File: src/rtl/lsm_pkg.sv
// Package: shared types, constants and command/status bundles for the sample marker.
`default_nettype none
package lsm_pkg;

  localparam int BLOCK_LEN  = 32;
  localparam int POS_BITS   = 32;
  localparam int DATA_BITS  = 32;
  localparam int VAL_BITS   = (POS_BITS < DATA_BITS) ? POS_BITS : DATA_BITS;
  localparam int STEP_BITS  = (VAL_BITS > 1) ? $clog2(VAL_BITS) : 1;
  localparam int OFF_BITS   = 6;
  localparam int CNT_BITS   = $clog2(BLOCK_LEN + 1);
  localparam int IDX_BITS   = (BLOCK_LEN > 1) ? $clog2(BLOCK_LEN) : 1;
  localparam int ADDR_BITS  = 3;

  localparam logic KIND_MARK   = 1'b0;
  localparam logic KIND_RECORD = 1'b1;

  localparam logic REG_SAMPLE_INTERVAL = 1'b0;
  localparam logic [DATA_BITS-1:0] SAMPLE_INTERVAL_RESET = 32'd32;

  typedef struct packed {
    logic [DATA_BITS-1:0] sa_value;
    logic                 block_last;
  } in_t;

  typedef struct packed {
    logic                 kind;
    logic                 mark_bit;
    logic [OFF_BITS-1:0]  bwt_offset;
    logic [DATA_BITS-1:0] orig_sample;
    logic                 last;
  } out_t;

  typedef struct packed {
    logic [OFF_BITS-1:0]  offset;
    logic [DATA_BITS-1:0] quotient;
  } record_t;

  typedef struct packed {
    logic load;
    logic div_step;
    logic mark_emit;
    logic drain_read;
    logic drain_emit;
  } cmd_t;

  typedef struct packed {
    logic div_done;
    logic out_free;
    logic drain_next;
    logic drain_last;
  } status_t;

endpackage
`default_nettype wire

File: src/rtl/lsm_ctrl.sv
// Controller: sequences accept, serial divide, mark transfer and record drain.
`default_nettype none
module lsm_ctrl (
  input  wire logic            clk,
  input  wire logic            rst,
  input  wire logic            in_valid,
  output logic                 in_ready,
  input  wire lsm_pkg::status_t status,
  output lsm_pkg::cmd_t        cmd
);

  typedef enum logic [4:0] {
    S_IDLE      = 5'b00001,
    S_DIV       = 5'b00010,
    S_MARK      = 5'b00100,
    S_DRAIN_RD  = 5'b01000,
    S_DRAIN_OUT = 5'b10000
  } state_t;

  state_t state;
  state_t state_next;

  always_ff @(posedge clk) begin
    if (rst) begin
      state <= S_IDLE;
    end else begin
      state <= state_next;
    end
  end

  always_comb begin
    state_next = state;
    cmd        = '0;
    in_ready   = 1'b0;
    unique case (state)
      S_IDLE: begin
        in_ready = 1'b1;
        if (in_valid) begin
          cmd.load   = 1'b1;
          state_next = S_DIV;
        end
      end
      S_DIV: begin
        cmd.div_step = 1'b1;
        if (status.div_done) begin
          state_next = S_MARK;
        end
      end
      S_MARK: begin
        if (status.out_free) begin
          cmd.mark_emit = 1'b1;
          state_next    = status.drain_next ? S_DRAIN_RD : S_IDLE;
        end
      end
      S_DRAIN_RD: begin
        cmd.drain_read = 1'b1;
        state_next     = S_DRAIN_OUT;
      end
      S_DRAIN_OUT: begin
        if (status.out_free) begin
          cmd.drain_emit = 1'b1;
          state_next     = status.drain_last ? S_IDLE : S_DRAIN_RD;
        end
      end
      default: begin
        state_next = S_IDLE;
      end
    endcase
  end

endmodule
`default_nettype wire

File: src/rtl/lsm_dpath.sv
// Datapath: restoring divider, block counters, record store and output register.
`default_nettype none
module lsm_dpath (
  input  wire logic                          clk,
  input  wire logic                          rst,
  input  wire lsm_pkg::cmd_t                 cmd,
  output lsm_pkg::status_t                   status,
  input  wire lsm_pkg::in_t                  in_data,
  input  wire logic [lsm_pkg::DATA_BITS-1:0] sample_interval,
  output logic                               out_valid,
  input  wire logic                          out_ready,
  output lsm_pkg::out_t                      out_data
);

  logic [lsm_pkg::VAL_BITS-1:0]  quo;
  logic [lsm_pkg::DATA_BITS-1:0] rem;
  logic [lsm_pkg::STEP_BITS-1:0] step;
  logic                          blk_last;
  logic [lsm_pkg::OFF_BITS-1:0]  item_index;
  logic [lsm_pkg::CNT_BITS-1:0]  record_count;
  logic [lsm_pkg::CNT_BITS-1:0]  rd_idx;
  lsm_pkg::record_t              rd_data;
  lsm_pkg::record_t              mem [lsm_pkg::BLOCK_LEN];

  logic [lsm_pkg::DATA_BITS:0]   trial;
  logic                          fits;
  logic [lsm_pkg::DATA_BITS-1:0] rem_step;
  logic                          marked;
  logic                          store;
  logic [lsm_pkg::CNT_BITS-1:0]  count_add;
  logic                          closing;
  logic [lsm_pkg::DATA_BITS-1:0] quo_ext;

  assign trial    = {rem, quo[lsm_pkg::VAL_BITS-1]};
  assign fits     = trial >= {1'b0, sample_interval};
  assign rem_step = fits ? lsm_pkg::DATA_BITS'(trial - {1'b0, sample_interval})
                         : lsm_pkg::DATA_BITS'(trial);
  assign quo_ext  = lsm_pkg::DATA_BITS'(quo);

  assign marked    = (sample_interval != '0) && (rem == '0);
  assign store     = marked && (record_count < lsm_pkg::CNT_BITS'(lsm_pkg::BLOCK_LEN));
  assign count_add = record_count + lsm_pkg::CNT_BITS'(store);
  assign closing   = blk_last ||
                     (({1'b0, item_index} + (lsm_pkg::OFF_BITS + 1)'(1))
                      >= (lsm_pkg::OFF_BITS + 1)'(lsm_pkg::BLOCK_LEN));

  always_comb begin
    status.div_done   = (step == lsm_pkg::STEP_BITS'(lsm_pkg::VAL_BITS - 1));
    status.out_free   = !out_valid || out_ready;
    status.drain_next = closing && (count_add != '0);
    status.drain_last = (rd_idx + lsm_pkg::CNT_BITS'(1)) == record_count;
  end

  // divider
  always_ff @(posedge clk) begin
    if (cmd.load) begin
      quo      <= in_data.sa_value[lsm_pkg::VAL_BITS-1:0];
      rem      <= '0;
      step     <= '0;
      blk_last <= in_data.block_last;
    end else if (cmd.div_step) begin
      quo  <= {quo[lsm_pkg::VAL_BITS-2:0], fits};
      rem  <= rem_step;
      step <= step + lsm_pkg::STEP_BITS'(1);
    end
  end

  // record store
  always_ff @(posedge clk) begin
    if (cmd.mark_emit && store) begin
      mem[record_count[lsm_pkg::IDX_BITS-1:0]] <= '{offset: item_index, quotient: quo_ext};
    end
    if (cmd.drain_read) begin
      rd_data <= mem[rd_idx[lsm_pkg::IDX_BITS-1:0]];
    end
  end

  // block counters
  always_ff @(posedge clk) begin
    if (rst) begin
      item_index   <= '0;
      record_count <= '0;
      rd_idx       <= '0;
    end else if (cmd.mark_emit) begin
      if (closing && count_add == '0) begin
        item_index   <= '0;
        record_count <= '0;
      end else begin
        record_count <= count_add;
        if (!closing) begin
          item_index <= item_index + lsm_pkg::OFF_BITS'(1);
        end
      end
    end else if (cmd.drain_emit) begin
      if (status.drain_last) begin
        item_index   <= '0;
        record_count <= '0;
        rd_idx       <= '0;
      end else begin
        rd_idx <= rd_idx + lsm_pkg::CNT_BITS'(1);
      end
    end
  end

  // output register
  always_ff @(posedge clk) begin
    if (rst) begin
      out_valid <= 1'b0;
    end else if (cmd.mark_emit || cmd.drain_emit) begin
      out_valid <= 1'b1;
    end else if (out_ready) begin
      out_valid <= 1'b0;
    end
  end

  always_ff @(posedge clk) begin
    if (cmd.mark_emit) begin
      out_data.kind        <= lsm_pkg::KIND_MARK;
      out_data.mark_bit    <= marked;
      out_data.bwt_offset  <= '0;
      out_data.orig_sample <= '0;
      out_data.last        <= !closing || (count_add == '0);
    end else if (cmd.drain_emit) begin
      out_data.kind        <= lsm_pkg::KIND_RECORD;
      out_data.mark_bit    <= 1'b0;
      out_data.bwt_offset  <= rd_data.offset;
      out_data.orig_sample <= rd_data.quotient;
      out_data.last        <= status.drain_last;
    end
  end

endmodule
`default_nettype wire

File: src/rtl/locate_sample_marker.sv
// Flow: an item is loaded and divided at one quotient bit per cycle; its mark result is
// registered from S_MARK once the output is free. No new item is taken before S_IDLE;
// a closing item first drains each stored record: one store read, one output transfer.
// Reset: synchronous; clears the controller, block counters and output valid, and sets
// sample_interval to 32. Record store contents are not cleared and need no clearing pass.
`default_nettype none
module locate_sample_marker (
  input  wire logic                          clk,
  input  wire logic                          rst,
  input  wire logic                          in_valid,
  output logic                               in_ready,
  input  wire lsm_pkg::in_t                  in_data,
  output logic                               out_valid,
  input  wire logic                          out_ready,
  output lsm_pkg::out_t                      out_data,
  input  wire logic                          psel,
  input  wire logic                          penable,
  input  wire logic                          pwrite,
  input  wire logic [lsm_pkg::ADDR_BITS-1:0] paddr,
  input  wire logic [lsm_pkg::DATA_BITS-1:0] pwdata,
  output logic [lsm_pkg::DATA_BITS-1:0]      prdata,
  output logic                               pready
);

  logic [lsm_pkg::DATA_BITS-1:0] sample_interval;
  lsm_pkg::cmd_t                 cmd;
  lsm_pkg::status_t              status;

  assign pready = 1'b1;

  always_ff @(posedge clk) begin
    if (rst) begin
      sample_interval <= lsm_pkg::SAMPLE_INTERVAL_RESET;
    end else if (psel && penable && pwrite && pready &&
                 paddr[lsm_pkg::ADDR_BITS-1] == lsm_pkg::REG_SAMPLE_INTERVAL) begin
      sample_interval <= pwdata;
    end
  end

  always_comb begin
    unique case (paddr[lsm_pkg::ADDR_BITS-1])
      lsm_pkg::REG_SAMPLE_INTERVAL: prdata = sample_interval;
      default:                      prdata = '0;
    endcase
  end

  lsm_ctrl u_ctrl (
    .clk      (clk),
    .rst      (rst),
    .in_valid (in_valid),
    .in_ready (in_ready),
    .status   (status),
    .cmd      (cmd)
  );

  lsm_dpath u_dpath (
    .clk             (clk),
    .rst             (rst),
    .cmd             (cmd),
    .status          (status),
    .in_data         (in_data),
    .sample_interval (sample_interval),
    .out_valid       (out_valid),
    .out_ready       (out_ready),
    .out_data        (out_data)
  );

endmodule
`default_nettype wire

File: config.mk
export PLATFORM = sky130hd
export DESIGN_NAME = locate_sample_marker
export DESIGN_NICKNAME = d
export VERILOG_FILES = /design/src/rtl/lsm_pkg.sv /design/src/rtl/lsm_ctrl.sv /design/src/rtl/lsm_dpath.sv /design/src/rtl/locate_sample_marker.sv
export SDC_FILE = /design/constraint.sdc
export NUM_CORES = 2
export LEC_CHECK = 0
export ABC_AREA = 1
export BUFFER_PORTS_ARGS = -buffer_cell sky130_fd_sc_hd__buf_4
export CAP_MARGIN = 20
export CORE_AREA = 2 2 329 331
export DETAILED_ROUTE_END_ITERATION = 8
export DIE_AREA = 0 0 331 333
export MAX_ROUTING_LAYER = met4
export PLACE_DENSITY = 0.74
export SYNTH_ARGS = -nofsm -noshare
export SYNTH_HDL_FRONTEND = slang
export SYNTH_SLANG_ARGS = --single-unit
export TNS_END_PERCENT = 1
File: constraint.sdc
create_clock -name clk -period 3.3 [get_ports clk]
set_input_delay 0.495 -clock clk [delete_from_list [all_inputs] [get_ports clk]]
set_output_delay 0.495 -clock clk [all_outputs]
set_load 0.05 [all_outputs]
== Word level (Yosys, flattened, before mapping) ==
Memory sizes are Yosys's and may differ from the RTL's. A register that Yosys moved wholly into a read port is not among the register bits.
Index checks and enable logic that the tools add are counted.

* $lt $le $gt $ge: 3
* Shift operators: 0
* Div/mod/pow operators: 0
* $add $sub $neg: 6
* Bitwise operators: 2
* Reduce and logical (&&, ||, !) cells: 26
* Multipliers: 0
* Multiplexer cells: 33
* Equal/unequal tests: 12

{| class="wikitable"
|+ Operators with widths
! kind !! number
|-
| $mux 32 || 4
|-
| $mux 40 || 2
|-
| $mux 6 || 8
|-
| $ge 33x32->1 || 1
|-
| $logic_not 32->1 || 1
|-
| $reduce_bool 32->1 || 1
|-
| $sub 32x32->32 || 1
|-
| $pmux 5 s5 || 1
|-
| $mux 5 || 4
|-
| $add 6x1->6 const B || 2
|-
| $mux 1 || 12
|-
| $eq 5x5->1 const B || 2
|-
| $logic_and 1x1->1 || 8
|-
| $mux 4 || 2
|-
| $ne 2x2->1 const B || 4
|-
| $reduce_bool 2->1 || 4
|-
| $add 6x1->7 const B || 1
|-
| $ge 7x6->1 const B || 1
|-
| $add 6x1->6 || 1
|-
| $eq 6x6->1 || 1
|-
| $logic_not 6->1 || 1
|-
| $lt 6x6->1 const B || 1
|-
| $reduce_bool 6->1 || 1
|-
| $add 5x1->5 const B || 1
|-
| 11 further kinds || 17
|}

* Input port bits: 75
* Memories kept: 1
* Latch bits: 0
* RAM bits: 1,216
* Bits in read-only memories: 0
* Flip-flop bits (word level): 167

{| class="wikitable"
|+ Memory list
! name !! words !! bits a word !! rd ports !! clocked after memory_dff !! wr ports !! line !! source
|-
| u_dpath.mem || 32 || 38 || 1 || 1 || 1 || lsm_dpath.sv:23 || <nowiki>lsm_pkg::record_t mem [lsm_pkg::BLOCK_LEN];</nowiki>
|}

== Longest topological paths before layout ==
* Depth in word-level cells: 9
* Depth in mapped cells: 19

== Modules after synthesis ==
From an unflattened synthesis, not the netlist that was laid out.

* Cells, all modules: 4,983
* Area, all modules: 58,337.2 µm²

{| class="wikitable"
|+ Modules (own cells, without submodules)
! module !! seq. area each (µm²) !! times used !! cells an instance !! area each (µm²)
|-
| lsm_dpath || 40,608.9 || 1 || 4,647 || 56,295.2
|-
| locate_sample_marker || 640.6 || 1 || 280 || 1,674.1
|-
| lsm_ctrl || 100.1 || 1 || 56 || 367.9
|}

== Worst setup path before layout ==
OpenSTA, ideal clock, no wires.

* Path kind: reg2reg
* Start: register u_dpath.out_valid
* End: memory u_dpath.mem[0][0] in the netlist's numbering (enable)
* Data arrival time: 2.953 ns
* Slack: -0.086 ns
* Data required time: 2.867 ns
* Stages on the path, launching flop included: 8
* Cells stage by stage: dfxtp_1 > inv_1 > nor2_1 > nor2_1 > nand3_1 > nor2_2 > nand3_1 > nor2_1

* Cells in the longest elaborated chain, start to end: 7

{| class="wikitable"
|+ Ends and longest elaborated chain
! item !! line !! source
|-
| from (decl) || lsm_dpath.sv:10 || <nowiki>output logic out_valid,</nowiki>
|-
| from (signal assigned) || lsm_dpath.sv:108 || <nowiki>out_valid <= 1'b0;</nowiki>
|-
| from (signal assigned) || lsm_dpath.sv:110 || <nowiki>out_valid <= 1'b1;</nowiki>
|-
| from (signal assigned) || lsm_dpath.sv:112 || <nowiki>out_valid <= 1'b0;</nowiki>
|-
| $logic_not 1->1 || lsm_dpath.sv:49 || <nowiki>status.out_free = !out_valid || out_ready;</nowiki>
|-
| $logic_or 1x1->1 || lsm_dpath.sv:49 ||
|-
| $mux 1 || lsm_ctrl.sv:50 || <nowiki>if (status.out_free) begin</nowiki>
|-
| $mux 1 || lsm_ctrl.sv:35 || <nowiki>unique case (state)</nowiki>
|-
| $logic_and 1x1->1 || lsm_dpath.sv:70 || <nowiki>if (cmd.mark_emit && store) begin</nowiki>
|-
| $mux 1 || lsm_dpath.sv:70 ||
|-
| $mux 1 (not written as such) || lsm_dpath.sv:71 || <nowiki>mem[record_count[lsm_pkg::IDX_BITS-1:0]] <= '{offset: item_index, quotient: quo_ext};</nowiki>
|-
| to (decl) || lsm_dpath.sv:23 ||
|}

No other way between the ends.

== Worst setup path in the final report ==
* Start: register u_dpath.rem[11] in the netlist's numbering
* End: memory u_dpath.mem[5][9] in the netlist's numbering (enable)

* Cells in the longest elaborated chain, start to end: 6

{| class="wikitable"
|+ Ends and longest elaborated chain
! item !! line !! source
|-
| from (decl) || lsm_dpath.sv:16 || <nowiki>logic [lsm_pkg::DATA_BITS-1:0] rem;</nowiki>
|-
| from (signal assigned) || lsm_dpath.sv:63 || <nowiki>rem <= rem_step;</nowiki>
|-
| $logic_not 32->1 || lsm_dpath.sv:40 || <nowiki>assign marked = (sample_interval != '0) && (rem == '0);</nowiki>
|-
| $logic_and 1x1->1 || lsm_dpath.sv:40 ||
|-
| $logic_and 1x1->1 || lsm_dpath.sv:41 || <nowiki>assign store = marked && (record_count < lsm_pkg::CNT_BITS'(lsm_pkg::BLOCK_LEN));</nowiki>
|-
| $logic_and 1x1->1 || lsm_dpath.sv:70 ||
|-
| $mux 1 || lsm_dpath.sv:70 ||
|-
| $mux 1 (not written as such) || lsm_dpath.sv:71 ||
|}

No other way between the ends.

==> results.md <==
* Global route overflow at 0
* DRT Pass-1 Iters at 6
* Post-Syn Area per Cell at approximately 12 sq um
* Worst skew pair latency at about 0.78 ns
* WS Path Type: reg -> reg
* Hpwl dp at 88.5 mm
* Initial DRC count at 6100
* Setup WS post-layout at 0.0448 ns
* Fmax at 0.307 GHz
* Core area at around 110000 sq um
* Clk sink count at roughly 1.4k
* DIE HEIGHT at around 330 um
* Worst slew pin tran at ~1.1 ns
* Post-route setup TNS at 0 ns
* Status: finished clean
* Global-route met3 utilization at approximately 5.2%
* Row count at 120
* Tmin final at 3.26 ns
* WL/cell at about 24 um
* Dpl cell area at 61700 sq um
* CTS tree: done
* Seq/Total Area, Yosys at a little under three quarters
* Routed WL at approximately 160 mm
* GRT Overall Usage at a little under a third
* Cell area after synthesis at between 50000 and 60000 sq um
* Post-route ant nets at 0
* Initial Util at a little over half
* Required time worst endpoint at around 3.7 ns
* Cell leakage power at roughly 24 nW
* Post-CTS Setup Inserts at 0
* Met1 GRT Util at 41.3%
* Number of max-cap violations at 0
* Vias in the first global route at 39.5k
* Hold path start: pwdata[22]
* Final period utilization at 98.6%
* Die area at approximately 110000 sq um
* Fraction of registers with async set/reset at 0%
* Post-Synthesis Cells at ~5k
* Unrepaired setup endpoints after global routing: yes
* GR peak layer: met2
* Hold crit path type: in -> reg
* CP Data Arrival Time at 3.66 ns
* Critical path, cell by cell: nor4_1 -> nand3_1 -> nor2_1 -> nand3_1 -> nor2_2 -> nand3_1 -> nor2_4 -> buf_4
* I/O pin total at 151
* Crit path capture type: register
* Final Instance Area at roughly 67000 sq um
* Critical-path maximum fanout at 18
* Reg2Reg Launch Point: u_dpath.rem[11]
* Peak VDD IR at approximately 0.56 mV
* Yosys top cell area share at 66.5%
* Final GP Congestion at between 0.9 and 1
* Critical Path Max Stage Delay at between 0.4 and 0.5 ns
* Pin count of the biggest net entering global routing at 196
* Met2 Use GR at a little under half
* Buffers and inverters on the worst path at 1
* First-pass GRT wire length at approximately 240 mm
* Die width at approximately 330 um
* Worst setup SP type: register
* Synth Net Count at 5110
* Synth area leader: edfxtp_1
* Clock Skew at 0.0345 ns
* Share of post-route cells with drive strength above 1 at 10.9%
* Largest cells by area after synthesis: edfxtp_1 67%, o21ai_0 5.1%, nor2_1 5.1%
* Setup crit start: u_dpath.rem[11]
* Worst path slowest cell: nand3_1
* CTS Buf Count at 143
* Top Family by Delay on Critical Path: simple AND/OR/NAND/NOR gates
* CTS HTree Levels at 4
* Number of synthesized flops with an enable pin at between 1k and 1.5k
* Slew headroom at about a quarter
* Final Util at a little over three fifths
* Commonest cells in the netlist: 1289 x edfxtp_1, 795 x nor2_1, 735 x nand2_1
* Number of vias per cell at between 6 and 7
* Nets at 5290
* DP Worst Slack at 0.138 ns
* CP dominant cell by count: nand3_1
* YS warnings at 0
* Reg clk slew, reported paths at 0.06 ns
* Post-CTS sizing at 0
* FF+latch count, synth at about 1.4k
* Top FF cell, synth: edfxtp_1
* DP Cell Count at around 6.4k
* Max Root-Sink Buffers at 3
* Drt drc at 0
* Non-filler instance count after layout at ~6.7k
* Final Setup Violations at 0
* Initial antenna violation count at 2
* Distinct cells, synth at between 40 and 50
* Power Dens Cells at about 660 nW/um^2
* Most common cell in the netlist: edfxtp_1
* IO Port Bufs at about 150
* Final Hold Fails at 0
* Root Buffer: clkbuf_16
* Via count at 41.5k
* Max Slew Vio Count at 0
* Area Overhead vs Synth at 15.3%
layout by cell type (no fill, tap or decap), drive strengths merged, types with 60 or more instances in the layout:
cell and count:
o22ai 300, nand2 743, dfxtp 132, a21oi 140, o221ai 87, clkinv 60
clkbuf 183, o21ai 668, nand3 156, nor2 800, edfxtp 1289, inv 234
buf 300
path summary, 6_finish.rpt:
check / cells after the start / end / slack (ns)
min reg2reg: 2 / u_dpath.out_data[35] / 0.44
min: 3 / sample_interval[22] / 0.04
max: 8 / u_dpath.mem[5][9] / 0.04
max reg2reg: 8 / u_dpath.mem[5][9] / 0.04
registers in the layout, summed over array words and instances, names as in the netlist:
| signal | count |
|---|---|
| u_dpath.item_index | 6 |
| u_dpath.record_count | 6 |
| u_dpath.step | 5 |
| u_dpath.rem | 32 |
| u_dpath.quo | 32 |
| u_ctrl.state | 5 |
| u_dpath.out_data | 41 |
| u_dpath.blk_last | 1 |
| u_dpath.rd_data | 38 |
| sample_interval | 32 |
| u_dpath.rd_idx | 6 |
| u_dpath.out_valid | 1 |
| u_dpath.mem | 1216 |
report_power, final:
group	switching, W	internal (W)	leakage [nW]
registers	0.000697	0.0216	12.7
clock network	0.00694	0.00892	2.23
logic	0.00415	0.00173	9.41
total	0.0118	0.0323	24.4
per-stage QoR:
step	hold WS [ns]	total power (W)
finish	0.0383	0.0441
global route	0.0268	0.0454
CTS	0.00115	0.0437
detailed placement	0.433	0.0280
global placement	0.428	0.0279
floorplan	0.420	0.0259
cells by family after synthesis:
group	share of synthesized area [%]
AOI/OAI and AO/OA	11.8
xor gates and xnor gates	0.432
adders and majority gates	0.852
buffers and inverters	3.84
DFF	71.1
other	0.00644
and+or+nand+nor	12.0
area by class of cell:
type | instances | area, sq um
timing repair buffer | 344 | 3630
clock inverter | 77 | 761
fill | 7754 | 39500
multi-input combinational | 3036 | 14900
inverter | 230 | 885
sequential | 1421 | 41400
tap | 1403 | 1760
clock buffer | 183 | 3820
antenna | 1 | 2.50
per-layer routing:
metal	wire (um)	vias up	share of wire, %
met5	0	-	0
met4	6570	0	4.0
met3	18400	412	11
met2	75200	2639	46
met1	62800	20100	39
li1	-	18300	-
tightest hold or removal path, stage by stage:
cell	delay (ns)
buf_4	0.07
o21ai_0	0.08
a21oi_1	0.11
timing repair:
item,4_1_cts,5_1_grt
setup endpoints to repair,0,57
hold buffers,44,0
hold endpoints to repair,44,0
Note: power is estimated with default switching activity, not from simulation.
